--- src/hw/rtl/srcuv_pkg.sv ---
// Package for the sprite rectangle clipper: constants, register indexes and shared types.
// Used by every module of the block but the divider; depends on nothing.
`timescale 1ns / 1ps
`default_nettype none
package srcuv_pkg;
	localparam int UV_FRAC_BITS_DEF = 16;
	localparam int POS_W = 16;
	localparam int SIZE_W = 15;
	localparam int OSIZE_W = 16;
	localparam int CFG_IDX_W = 3;
	localparam int CFG_DATA_W = 16;
	localparam int FIFO_DEPTH = 2;

	typedef enum logic [CFG_IDX_W-1:0] {
		REG_CLIP_ENABLE = 3'd0,
		REG_CLIP_LEFT   = 3'd1,
		REG_CLIP_TOP    = 3'd2,
		REG_CLIP_RIGHT  = 3'd3,
		REG_CLIP_BOTTOM = 3'd4
	} reg_idx_t;

	typedef struct packed {
		logic enable;
		logic signed [POS_W-1:0] left;
		logic signed [POS_W-1:0] top;
		logic signed [POS_W-1:0] right;
		logic signed [POS_W-1:0] bottom;
	} cfg_t;

	typedef struct packed {
		logic [POS_W-1:0]   pos;
		logic [OSIZE_W-1:0] size_out;
		logic [SIZE_W-1:0]  size_in;
		logic [SIZE_W-1:0]  m1;
		logic [SIZE_W-1:0]  m2;
		logic               skip;
		logic               neg;
	} axis_geom_t;
endpackage
`default_nettype wire

--- src/hw/rtl/srcuv_fifo.sv ---
// Short queue between the front and back stages of the clipper.
// Depends on srcuv_pkg for its depth.
`timescale 1ns / 1ps
`default_nettype none
module srcuv_fifo import srcuv_pkg::*; #(
	parameter int W = 8
) (
	input  wire logic         clk,
	input  wire logic         arst_n,
	input  wire logic         push_valid,
	output logic              push_ready,
	input  wire logic [W-1:0] push_data,
	output logic              pop_valid,
	input  wire logic         pop_ready,
	output logic [W-1:0]      pop_data
);
	localparam int PW = $clog2(FIFO_DEPTH);
	localparam int CW = $clog2(FIFO_DEPTH + 1);

	logic [W-1:0] mem_q [FIFO_DEPTH];
	logic [PW-1:0] wr_q, rd_q;
	logic [CW-1:0] cnt_q;
	logic push, pop;

	assign push_ready = (cnt_q != CW'(FIFO_DEPTH));
	assign pop_valid = (cnt_q != '0);
	assign pop_data = mem_q[rd_q];
	assign push = push_valid && push_ready;
	assign pop = pop_valid && pop_ready;

	always_ff @(posedge clk or negedge arst_n) begin
		if (!arst_n) begin
			wr_q <= '0;
			rd_q <= '0;
			cnt_q <= '0;
		end else begin
			if (push) begin
				wr_q <= (wr_q == PW'(FIFO_DEPTH - 1)) ? '0 : wr_q + 1'b1;
			end
			if (pop) begin
				rd_q <= (rd_q == PW'(FIFO_DEPTH - 1)) ? '0 : rd_q + 1'b1;
			end
			if (push && !pop) begin
				cnt_q <= cnt_q + 1'b1;
			end else if (pop && !push) begin
				cnt_q <= cnt_q - 1'b1;
			end
		end
	end

	always_ff @(posedge clk) begin
		if (push) begin
			mem_q[wr_q] <= push_data;
		end
	end
endmodule
`default_nettype wire

--- config.mk ---
export PLATFORM = sky130hd
export DESIGN_NAME = srcuv_fifo
export DESIGN_NICKNAME = d
export VERILOG_FILES = /design/src/hw/rtl/srcuv_pkg.sv /design/src/hw/rtl/srcuv_fifo.sv
export SDC_FILE = /design/constraint.sdc
export NUM_CORES = 1
export LEC_CHECK = 0
export BUFFER_PORTS_ARGS = -buffer_cell sky130_fd_sc_hd__buf_2
export CAP_MARGIN = 20
export CORE_UTILIZATION = 26
export DETAILED_ROUTE_END_ITERATION = 16
export PLACE_DENSITY = 0.53
export RECOVER_POWER = 100
export SLEW_MARGIN = 30
export SYNTH_ARGS = -nofsm -noshare
export SYNTH_HDL_FRONTEND = slang
export SYNTH_SLANG_ARGS = --single-unit
--- constraint.sdc ---
create_clock -name clk -period 2.34 [get_ports clk]
set_clock_uncertainty 0.2 [all_clocks]
set_input_delay 0.234 -clock clk [delete_from_list [all_inputs] [get_ports clk]]
set_output_delay 0.234 -clock clk [all_outputs]
set_load 0.005 [all_outputs]
==> summary.txt <==
Global routing
  – First-pass GRT wire length: 2.007 mm
  – Number of global-route vias before repair: 486
  – Largest net degree at the start of global routing: 13
  – Initial antenna violation count: 0
  – GRT Overall Usage: 8.551%
  – GRT overflow: 0

Clock tree
  – CTS buffer count: 3
  – H-tree levels: 1
  – CTS tree: built
  – Max clock buf depth: 2
  – # clock sinks: 20
  – Reg clk slew, reported paths: 100 ps
  – Clk Latency, worst-skew pair: 290 ps
  – Root buf cell: clkbuf_4
  – Post-CTS Setup Bufs: 0

Synthesis
  – Seq/Total Area, Yosys: 73.77%
  – Leading area contributor after synthesis: edfxtp_1
  – Post-Syn Area per Cell: 18.30 µm²
  – Post-Syn Nets: 56
  – Synth area leaders: edfxtp_1 (61%), dfrtp_1 (13%), mux2_2 (11%)
  – Synthesized cell area: 787.0 µm²
  – Top cell type's share of synthesized area: 61.05%
  – YS warnings: 0
  – Mapped Cells: 43
  – Yosys cell types: 14
  – Yosys reg bits: 20

Placed design
  – Cells after DPL: 95
  – Pre-CTS setup slack: 718.4 ps
  – Final GP Congestion: 0.6104
  – Post-DP Area: 933.4 µm²
  – Buffers on Ports: 21

Finish
  – Layout cell share with drive strength beyond 1: 32.05%
  – Final cell count without fillers: 109
  – # nets final: 92
  – Commonest non-fill, non-tap cell in the layout: edfxtp_1
  – Antenna Cells: 0
  – Post-route cell area: 0.001061 mm²
  – Commonest non-fill, non-tap cells in the layout: edfxtp_1 (16), buf_2 (12), dlygate4sd3_1 (10), clkbuf_1 (10), mux2_2 (8)
  – Area Growth Syn to Fin: 34.82%

Hold path
  – Hold Crit Class: in -> reg

Timing
  – Slew headroom: 65.93%
  – Final-report setup violation count: 0
  – Final Max Slew Viols: 0
  – Final hold violation count: 0
  – Final worst slack: 494.8 ps
  – Period minus WS final: 1845 ps
  – Setup TNS: 0 ps
  – Worst-margin pin slew: 511.1 ps
  – Achievable frequency: 541.9 MHz
  – Final period util: 78.85%
  – RSZ-0062 raised after global routing: no

Power
  – Cell area power density: 1123 mW/mm²
  – P_leak: 0.4083 nW
  – Max IR drop VDD: 644.2 µV
  – PnR Total Power: 1.192 mW

Worst setup path
  – CP cell instances: mux2_2 -> buf_2
  – Setup CP Type: reg -> out
  – Crit path capture type: output pin
  – Startpoint Class: flop
  – CP peak stage delay: 600 ps
  – CP Data Required Time: 1910 ps
  – CP top delay family: flip-flops
  – Crit Path Max Fanout: 9
  – Buf+Inv Stages, Crit Path: 1
  – CP arrival: 1410 ps
  – Slowest CP cell: dfrtp_1

Run status
  – Violated checks: design-rule violations
  – Status: finished, violations left

Detailed routing
  – WL/cell: 11.94 µm
  – Final wirelength: 1.302 mm
  – DR vias/cell: 4.239
  – DR DRC count: 4
  – Initial DRC Count: 14
  – Antenna viol nets, final: 0
  – Drt pass-1 iters: 9
  – Via count: 462

Die
  – DIE AREA: 0.003251 mm²
  – Ports: 22
  – Initial Util: 28.06%
  – CORE AREA: 0.002805 mm²
  – Die width: 57.02 µm
  – Site row count: 19
  – Die height: 57.02 µm

Job
  – Maxcap violations: 0
## final cells by class
class	count	area (µm²)
fill	288	1744
clock inverter	1	30.03
tap	31	38.79
inverter	1	3.754
multi-input combinational	21	187.7
timing repair buffer	32	197.7
sequential	20	580.6
clock buffer	3	22.52
## metal layers
layer | GRT usage, % | part of all wire (%)
met1 | 8.918 | 41
met2 | 15.46 | 53
met3 | 4.082 | 5.4
met4 | 2.091 | 0
met5 | 0 | 0
## cell families (layout without fill, tap and decap cells)
group	after synthesis	after routing	share of synthesized area [%]
buffers and inverters	2	37	1.112
muxes	8	8	11.45
DFF	20	20	73.77
and+or+nand+nor	7	7	6.518
xor gates and xnor gates	5	5	5.565
adders and majority gates	1	1	1.590
## sequential cells by signal, summed over array words and instances, names as in the netlist
name and flops:
wr_q 1, cnt_q 2, rd_q 1, mem_q 16
## worst reg2reg max path, stage by stage, from the launching register on
cell	delay, ps
dfrtp_1	420
nand2b_1	160
nand2_1	100
nor2_1	100
clkbuf_1	410
## synth_stat cells, drive strengths merged
cell / number
edfxtp: 16
mux2: 8
buf: 1
inv: 1
nand2: 2
dfrtp: 4
nand2b: 1
xor2: 2
xnor2: 3
nor2: 2
and3: 1
or2: 1
ha: 1
## what timing repair did
| item | in CTS | in global routing |
|---|---|---|
| gates resized for setup | 0 | 0 |
| hold endpoints to repair | 21 | 0 |
| hold buffers | 10 | 0 |
## where the power goes
group	internal, mW	switching, mW	total [mW]
Clock	0.173	0.101	0.274
Combinational	0.196	0.153	0.349
Sequential	0.497	0.0710	0.568
## through the flow
| step | util [%] | hold WS (ps) |
|---|---|---|
| final | 37.82 | 44.46 |
| after global routing | 37.82 | 66.72 |
| after CTS | 38.72 | 33.15 |
| after detailed placement | 33.27 | -153.5 |
| after global placement | 33.27 | -151.5 |
| after floorplan | - | -261.6 |
## final timing paths
path / from / endpoint / slack (ps) / cells past startpoint
max: rd_q / pop_data[0] / 490 / 2
min: push_valid / wr_q / 40 / 3
max reg2reg: cnt_q[0] / mem_q[0][2] / 610 / 4
min reg2reg: wr_q / wr_q / 300 / 1
max in group asynchronous: arst_n / cnt_q[1] / 1660 / 2
min in group asynchronous: arst_n / cnt_q[0] / 90 / 2
(Power assumes the default switching activity.)
