**config.mk**
```make
export PLATFORM = sky130hd
export DESIGN_NAME = srcuv_front_flat
export DESIGN_NICKNAME = d
export VERILOG_FILES = /design/src/hw/rtl/srcuv_pkg.sv /design/src/hw/rtl/srcuv_if.sv /design/src/hw/rtl/srcuv_front.sv /design/src/flat_wrapper.sv
export SDC_FILE = /design/constraint.sdc
export NUM_CORES = 1
export LEC_CHECK = 0
export BUFFER_PORTS_ARGS = -buffer_cell sky130_fd_sc_hd__buf_2
export CORE_AREA = 2 2 217 219
export DETAILED_ROUTE_END_ITERATION = 8
export DIE_AREA = 0 0 219 221
export HOLD_SLACK_MARGIN = 0.05
export MAX_ROUTING_LAYER = met4
export PLACE_DENSITY = 0.71
export SETUP_SLACK_MARGIN = 0.4
export SYNTH_ARGS = -nofsm -noshare
export SYNTH_HDL_FRONTEND = slang
export SYNTH_SLANG_ARGS = --single-unit
```
**constraint.sdc**
```tcl
create_clock -name clk -period 12.2 [get_ports clk]
set_input_delay 1.83 -clock clk [delete_from_list [all_inputs] [get_ports clk]]
set_output_delay 1.83 -clock clk [all_outputs]
set_load 0.02 [all_outputs]
```
**src/hw/rtl/srcuv_pkg.sv**
```systemverilog
// Package for the sprite rectangle clipper: constants, register indexes and shared types.
// Used by every module of the block but the divider; depends on nothing.
`timescale 1ns / 1ps
`default_nettype none
package srcuv_pkg;
	localparam int UV_FRAC_BITS_DEF = 16;
	localparam int POS_W = 16;
	localparam int SIZE_W = 15;
	localparam int OSIZE_W = 16;
	localparam int CFG_IDX_W = 3;
	localparam int CFG_DATA_W = 16;
	localparam int FIFO_DEPTH = 2;

	typedef enum logic [CFG_IDX_W-1:0] {
		REG_CLIP_ENABLE = 3'd0,
		REG_CLIP_LEFT   = 3'd1,
		REG_CLIP_TOP    = 3'd2,
		REG_CLIP_RIGHT  = 3'd3,
		REG_CLIP_BOTTOM = 3'd4
	} reg_idx_t;

	typedef struct packed {
		logic enable;
		logic signed [POS_W-1:0] left;
		logic signed [POS_W-1:0] top;
		logic signed [POS_W-1:0] right;
		logic signed [POS_W-1:0] bottom;
	} cfg_t;

	typedef struct packed {
		logic [POS_W-1:0]   pos;
		logic [OSIZE_W-1:0] size_out;
		logic [SIZE_W-1:0]  size_in;
		logic [SIZE_W-1:0]  m1;
		logic [SIZE_W-1:0]  m2;
		logic               skip;
		logic               neg;
	} axis_geom_t;
endpackage
`default_nettype wire

```
**src/hw/rtl/srcuv_if.sv**
```systemverilog
// Handshake interfaces for the sprite input words and the result words.
// Depends on srcuv_pkg for field widths.
`timescale 1ns / 1ps
`default_nettype none
interface srcuv_in_if import srcuv_pkg::*; #(parameter int UVW = UV_FRAC_BITS_DEF + 1);
	logic valid;
	logic ready;
	logic signed [POS_W-1:0] pos_x;
	logic signed [POS_W-1:0] pos_y;
	logic [SIZE_W-1:0] size_w;
	logic [SIZE_W-1:0] size_h;
	logic [UVW-1:0] tex_u1;
	logic [UVW-1:0] tex_v1;
	logic [UVW-1:0] tex_u2;
	logic [UVW-1:0] tex_v2;
	modport source (output valid, pos_x, pos_y, size_w, size_h, tex_u1, tex_v1, tex_u2, tex_v2,
		input ready);
	modport sink (input valid, pos_x, pos_y, size_w, size_h, tex_u1, tex_v1, tex_u2, tex_v2,
		output ready);
endinterface

`default_nettype wire

```
**src/hw/rtl/srcuv_front.sv**
```systemverilog
// Front stage: accepts sprite words, runs the inside test and the edge clamps.
// Depends on srcuv_pkg and srcuv_if; feeds the queue.
`timescale 1ns / 1ps
`default_nettype none
module srcuv_front import srcuv_pkg::*; #(
	parameter int UVW = UV_FRAC_BITS_DEF + 1,
	parameter int ITEM_W = 2 * ($bits(axis_geom_t) + 3 * (UV_FRAC_BITS_DEF + 1))
) (
	input  wire logic        clk,
	input  wire logic        arst_n,
	input  wire cfg_t        cfg,
	srcuv_in_if.sink         sprite,
	output logic             push_valid,
	input  wire logic        push_ready,
	output logic [ITEM_W-1:0] push_data
);
	typedef struct packed {
		axis_geom_t g;
		logic [UVW-1:0] c1;
		logic [UVW-1:0] c2;
		logic [UVW-1:0] mag;
	} axis_t;

	function automatic axis_t map_axis(input logic en, input logic signed [POS_W-1:0] pos,
		input logic [SIZE_W-1:0] size, input logic signed [POS_W-1:0] lo,
		input logic signed [POS_W-1:0] hi, input logic [UVW-1:0] c1, input logic [UVW-1:0] c2);
		logic signed [POS_W:0] pos_e, far_e, lo_e, hi_e, nl, nr, m1, m2;
		logic signed [UVW:0] span;
		axis_t a;
		pos_e = {pos[POS_W-1], pos};
		far_e = pos_e + $signed({2'b00, size});
		lo_e = {lo[POS_W-1], lo};
		hi_e = {hi[POS_W-1], hi};
		nl = (pos_e < lo_e) ? lo_e : pos_e;
		nl = (nl > hi_e) ? hi_e : nl;
		nr = (far_e < lo_e) ? lo_e : far_e;
		nr = (nr > hi_e) ? hi_e : nr;
		m1 = nl - pos_e;
		m2 = far_e - nr;
		span = $signed({1'b0, c2}) - $signed({1'b0, c1});
		a.g.neg = span[UVW];
		a.mag = span[UVW] ? UVW'(-span) : span[UVW-1:0];
		a.g.size_in = size;
		a.g.m1 = m1[SIZE_W-1:0];
		a.g.m2 = m2[SIZE_W-1:0];
		a.c1 = c1;
		a.c2 = c2;
		if (en) begin
			a.g.pos = nl[POS_W-1:0];
			a.g.size_out = OSIZE_W'(nr - nl);
			a.g.skip = (size == '0);
		end else begin
			a.g.pos = pos;
			a.g.size_out = {1'b0, size};
			a.g.skip = 1'b1;
		end
		return a;
	endfunction

	logic signed [POS_W:0] far_x, far_y;
	logic outside, keep;
	axis_t ax, ay;
	logic v_s1;
	logic [ITEM_W-1:0] d_s1;

	assign far_x = {sprite.pos_x[POS_W-1], sprite.pos_x} + $signed({2'b00, sprite.size_w});
	assign far_y = {sprite.pos_y[POS_W-1], sprite.pos_y} + $signed({2'b00, sprite.size_h});
	assign outside = (sprite.pos_x >= cfg.right)
		|| (far_x <= $signed({cfg.left[POS_W-1], cfg.left}))
		|| (sprite.pos_y >= cfg.bottom)
		|| (far_y <= $signed({cfg.top[POS_W-1], cfg.top}));
	assign keep = !cfg.enable || !outside;
	assign ax = map_axis(cfg.enable, sprite.pos_x, sprite.size_w, cfg.left, cfg.right,
		sprite.tex_u1, sprite.tex_u2);
	assign ay = map_axis(cfg.enable, sprite.pos_y, sprite.size_h, cfg.top, cfg.bottom,
		sprite.tex_v1, sprite.tex_v2);

	assign sprite.ready = !v_s1 || push_ready;
	assign push_valid = v_s1;
	assign push_data = d_s1;

	always_ff @(posedge clk or negedge arst_n) begin
		if (!arst_n) begin
			v_s1 <= 1'b0;
		end else if (sprite.ready) begin
			v_s1 <= sprite.valid && keep;
		end
	end

	always_ff @(posedge clk) begin
		if (sprite.ready) begin
			d_s1 <= {ax, ay};
		end
	end
endmodule
`default_nettype wire

```
**src/flat_wrapper.sv**
```systemverilog
// flat-port wrapper written by rule: the top's interface ports become plain ports
module srcuv_front_flat import srcuv_pkg::*;
#(
	parameter int UVW = UV_FRAC_BITS_DEF + 1,
	parameter int ITEM_W = 2 * ($bits(axis_geom_t) + 3 * (UV_FRAC_BITS_DEF + 1))
)
  (clk, arst_n, cfg, push_valid, push_ready, push_data, sprite_valid, sprite_pos_x, sprite_pos_y, sprite_size_w, sprite_size_h, sprite_tex_u1, sprite_tex_v1, sprite_tex_u2, sprite_tex_v2, sprite_ready);
  srcuv_in_if #(.UVW(UVW)) sprite_i ();
  input  wire logic clk;
  input  wire logic arst_n;
  input  wire cfg_t cfg;
  output logic push_valid;
  input  wire logic push_ready;
  output logic [ITEM_W-1:0] push_data;
  input wire logic [$bits(sprite_i.valid)-1:0] sprite_valid;
  input wire logic [$bits(sprite_i.pos_x)-1:0] sprite_pos_x;
  input wire logic [$bits(sprite_i.pos_y)-1:0] sprite_pos_y;
  input wire logic [$bits(sprite_i.size_w)-1:0] sprite_size_w;
  input wire logic [$bits(sprite_i.size_h)-1:0] sprite_size_h;
  input wire logic [$bits(sprite_i.tex_u1)-1:0] sprite_tex_u1;
  input wire logic [$bits(sprite_i.tex_v1)-1:0] sprite_tex_v1;
  input wire logic [$bits(sprite_i.tex_u2)-1:0] sprite_tex_u2;
  input wire logic [$bits(sprite_i.tex_v2)-1:0] sprite_tex_v2;
  output wire logic [$bits(sprite_i.ready)-1:0] sprite_ready;
  assign sprite_i.valid = sprite_valid;
  assign sprite_i.pos_x = sprite_pos_x;
  assign sprite_i.pos_y = sprite_pos_y;
  assign sprite_i.size_w = sprite_size_w;
  assign sprite_i.size_h = sprite_size_h;
  assign sprite_i.tex_u1 = sprite_tex_u1;
  assign sprite_i.tex_v1 = sprite_tex_v1;
  assign sprite_i.tex_u2 = sprite_tex_u2;
  assign sprite_i.tex_v2 = sprite_tex_v2;
  assign sprite_ready = sprite_i.ready;
  srcuv_front #(.UVW(UVW), .ITEM_W(ITEM_W)) u_core (.clk(clk), .arst_n(arst_n), .cfg(cfg), .sprite(sprite_i), .push_valid(push_valid), .push_ready(push_ready), .push_data(push_data));
endmodule
```
==> implementation parameters <==
Parameter                              Value

Clock tree
  Clock transition at path regs    0.06 ns
  Max clock buf depth    3
  Setup Fix Bufs, Post-CTS    0
  Total CTS buffers    30
  Cts-stage hold buffer count    0
  Clock tree from TritonCTS    yes
  Htree depth    1
  Clock latency reported for the late side of the worst-skew pair    0.58 ns
  CTS resizes    0
  Clk Tree Root Cell    sky130_fd_sc_hd__clkbuf_16
  Count of clock tree sinks    261

Global route
  Pin count of the biggest net entering global routing    132
  Overall track demand over capacity in global routing    0.293
  Via count of the first global-routing pass    18072
  Total global routing overflow    0
  Antenna violations before repair    0
  Wire length of the first global-routing pass    106000 um

Pwr
  Power density over the cells    193 nW/um^2
  Leakage power summed over all cells    12.3 nW
  VDD IR-drop max    0.000153 V

Drt
  Pre-Repair DR Iteration Count    5
  Via-to-Cell Ratio    5.65
  Drt first-iter violations    1288
  Count of antenna-violating nets left after detailed routing    0
  Total wire length    71300 um
  DRC Markers    0
  Number of vias after detailed routing    18593
  Routed wire per std cell    21.7 um

Floorplan
  Placement row count    79
  Die Wd    219 um
  Die Outline Area    48400 um^2
  Starting density of the core    0.474
  Die extent in y    221 um
  Core box area    46100 um^2
  Ports    461

Layout
  Post-layout nets    3182
  Fillers    4088
  Layout Utilization    0.561
  Fraction of layout instances using a drive strength above 1    0.238
  Antenna Diode Count    0
  Commonest non-fill, non-tap cells in the layout    459 x sky130_fd_sc_hd__buf_2, 314 x sky130_fd_sc_hd__ha_1, 260 x sky130_fd_sc_hd__edfxtp_1
  Most frequent standard cell in the layout excluding fill and tap cells    sky130_fd_sc_hd__buf_2
  Area added between synthesis and finish    18.3%

Synthesis
  Main combinational cell family by area after synthesis    adder cells
  Synth Area in Adders    0.189
  Xor/xnor share of the synthesized area    0.0600
  Count of flip-flops with a built-in enable after synthesis    260
  Yosys warnings    0
  Avg Cell Area, Syn    9.95 um^2
  Register area share after synthesis    0.359
  Syn Std Cell Area    21800 um^2
  Synthesized flop and latch total    261
  Async set-or-reset flop fraction in the synthesized netlist    0.00383
  Compound-Gate Fraction of Synth Area    0.154
  Most used DFF post-synth    sky130_fd_sc_hd__edfxtp_1
  Cell variety after synth    74
  Multiplexer share of the synthesized area    0.0731
  Number of nets in the synthesized netlist    2717
  Simple-gate portion of the synthesized area    0.116
  Gate Count Post-Synth    2194

Setup path
  Crit Path Category    primary input to register
  Required time at the worst-slack endpoint    12.52 ns
  Critical path peak fanout    23
  CP endpoint kind    register
  Slowest cell delay on critical path    0.52 ns
  Cell with the largest stage delay on the worst path    sky130_fd_sc_hd__o311ai_0
  Critical path arrival    11.13 ns
  CP dominant cell by count    sky130_fd_sc_hd__ha_1
  Startpoint Class    primary input

STA
  Worst setup skew after layout    0.0142 ns
  Transition at the pin with the smallest max-transition slack    1.18 ns
  Number of hold-slack violations in the final timing report    0
  Fmax    92.5 MHz
  Final cycle utilization of the critical path    0.886
  Relative slew slack    0.215
  RSZ-0062 raised after global routing    false
  Final-layout setup total negative slack    0 ns
  # setup viols final    0
  Final number of max-transition violations    0
  Min Clock Period, post-route    10.80 ns

Run
  Count of maximum capacitance violations    0

Outcome
  Run status    completed

Hold path
  Kind of path behind the tightest hold check    primary input to asynchronous set/reset pin

Place
  Final weighted congestion of routability-driven global placement    0.973
  Placed wire-length estimate    58900 um
  Number of port buffers    460
==> flip-flops by register name, indices dropped and copies added (netlist names) <==
name               count
u_core.push_data     260
u_core.push_valid      1
==> synthesized netlist by cell type, types with 15 or more instances <==
master                     number  area, um^2
sky130_fd_sc_hd__a21oi_1      148         741
sky130_fd_sc_hd__nor3_1        46         230
sky130_fd_sc_hd__a21o_1        82         616
sky130_fd_sc_hd__edfxtp_1     260        7810
sky130_fd_sc_hd__nor2_1       159         597
sky130_fd_sc_hd__nand4_1       35         219
sky130_fd_sc_hd__and3_1        15        93.8
sky130_fd_sc_hd__nand2_1      110         413
sky130_fd_sc_hd__nand2b_1      21         131
sky130_fd_sc_hd__xnor2_1      106         928
sky130_fd_sc_hd__xor2_1        41         359
sky130_fd_sc_hd__ha_1         314        3930
sky130_fd_sc_hd__clkbuf_1      29         109
sky130_fd_sc_hd__o21ai_0       90         450
sky130_fd_sc_hd__mux2i_1       49         490
sky130_fd_sc_hd__mux2_2        97        1090
sky130_fd_sc_hd__inv_1        247         927
sky130_fd_sc_hd__a211oi_1      18         135
sky130_fd_sc_hd__nand3_1       43         215
sky130_fd_sc_hd__o21a_1        35         263
sky130_fd_sc_hd__nor2b_1       31         194
==> path summary, 6_finish.rpt <==
check | slack (ns) | start | end | depth (start not counted)
max | 1.40 | sprite_size_w[0] | u_core.push_data[243]$_SDFFCE_PN0P_ | 37
min | 1.01 | arst_n | u_core.push_valid$_DFFE_PN0P_ | 1
max reg2reg | 9.85 | u_core.push_valid$_DFFE_PN0P_ | u_core.push_data[32]$_DFFE_PP_ | 2
min reg2reg | 1.15 | u_core.push_valid$_DFFE_PN0P_ | u_core.push_data[239]$_DFFE_PP_ | 1
max in group asynchronous | 11.11 | arst_n | u_core.push_valid$_DFFE_PN0P_ | 1
min in group clk | 1.15 | u_core.push_valid$_DFFE_PN0P_ | u_core.push_data[239]$_DFFE_PP_ | 1
==> worst max-delay path: cells and delay by family <==
family                   cells  cell delay [ns]
XOR/XNOR                     2             0.56
adder cells (fa/ha/maj)      5             1.62
buffers and inverters        4             0.89
AO/OA/AOI/OAI               12             3.23
AND/OR/NAND/NOR             12             2.31
multiplexers                 2             0.66
==> metal layers <==
layer	track usage	share of wire	routed length [um]
met5	-	0	0
met4	0.0612	0.021	1480
met3	0.0357	0.063	4470
met2	0.488	0.48	34000
met1	0.384	0.44	31300
==> layout make-up <==
type	count	area, um^2	share of cell area
multi-input cells	1651	13000	0.502
flip-flops and latches	261	7830	0.303
repair buffers	468	2380	0.0921
inverters	247	927	0.0359
clock buffers	34	787	0.0305
well taps	607	759	0.0294
clock inverters	22	169	0.00654
==> cell families (layout without fill, tap and decap cells) <==
family                   count (synthesis)  after routing
AND/OR/NAND/NOR                        521            521
buffers and inverters                  282            771
AO/OA/AOI/OAI                          511            511
adder cells (fa/ha/maj)                324            324
flip-flops                             261            261
multiplexers                           147            147
XOR/XNOR                               148            148
==> through the flow <==
step           cells  setup WS (ns)  total power (W)  hold slack, ns  cell area, um^2
2_1_floorplan   2194           1.91          0.00328            1.53            21800
3_3_place_gp    3234           1.08          0.00406            1.20            24900
3_5_place_dp    3234          0.992          0.00408            1.19            24900
4_1_cts         3290           1.54          0.00498           0.986            25800
5_1_grt         3290          0.688          0.00528           0.999            25800
6_report        3290           1.40          0.00498            1.01            25800
==> power by group <==
part	switching, W	leakage (nW)	total, W	internal (W)
sequential	0.0000699	2.68	0.00140	0.00133
combinational	0.00166	9.13	0.00270	0.00104
clock	0.000390	0.464	0.000879	0.000489
(Power assumes the default switching activity.)
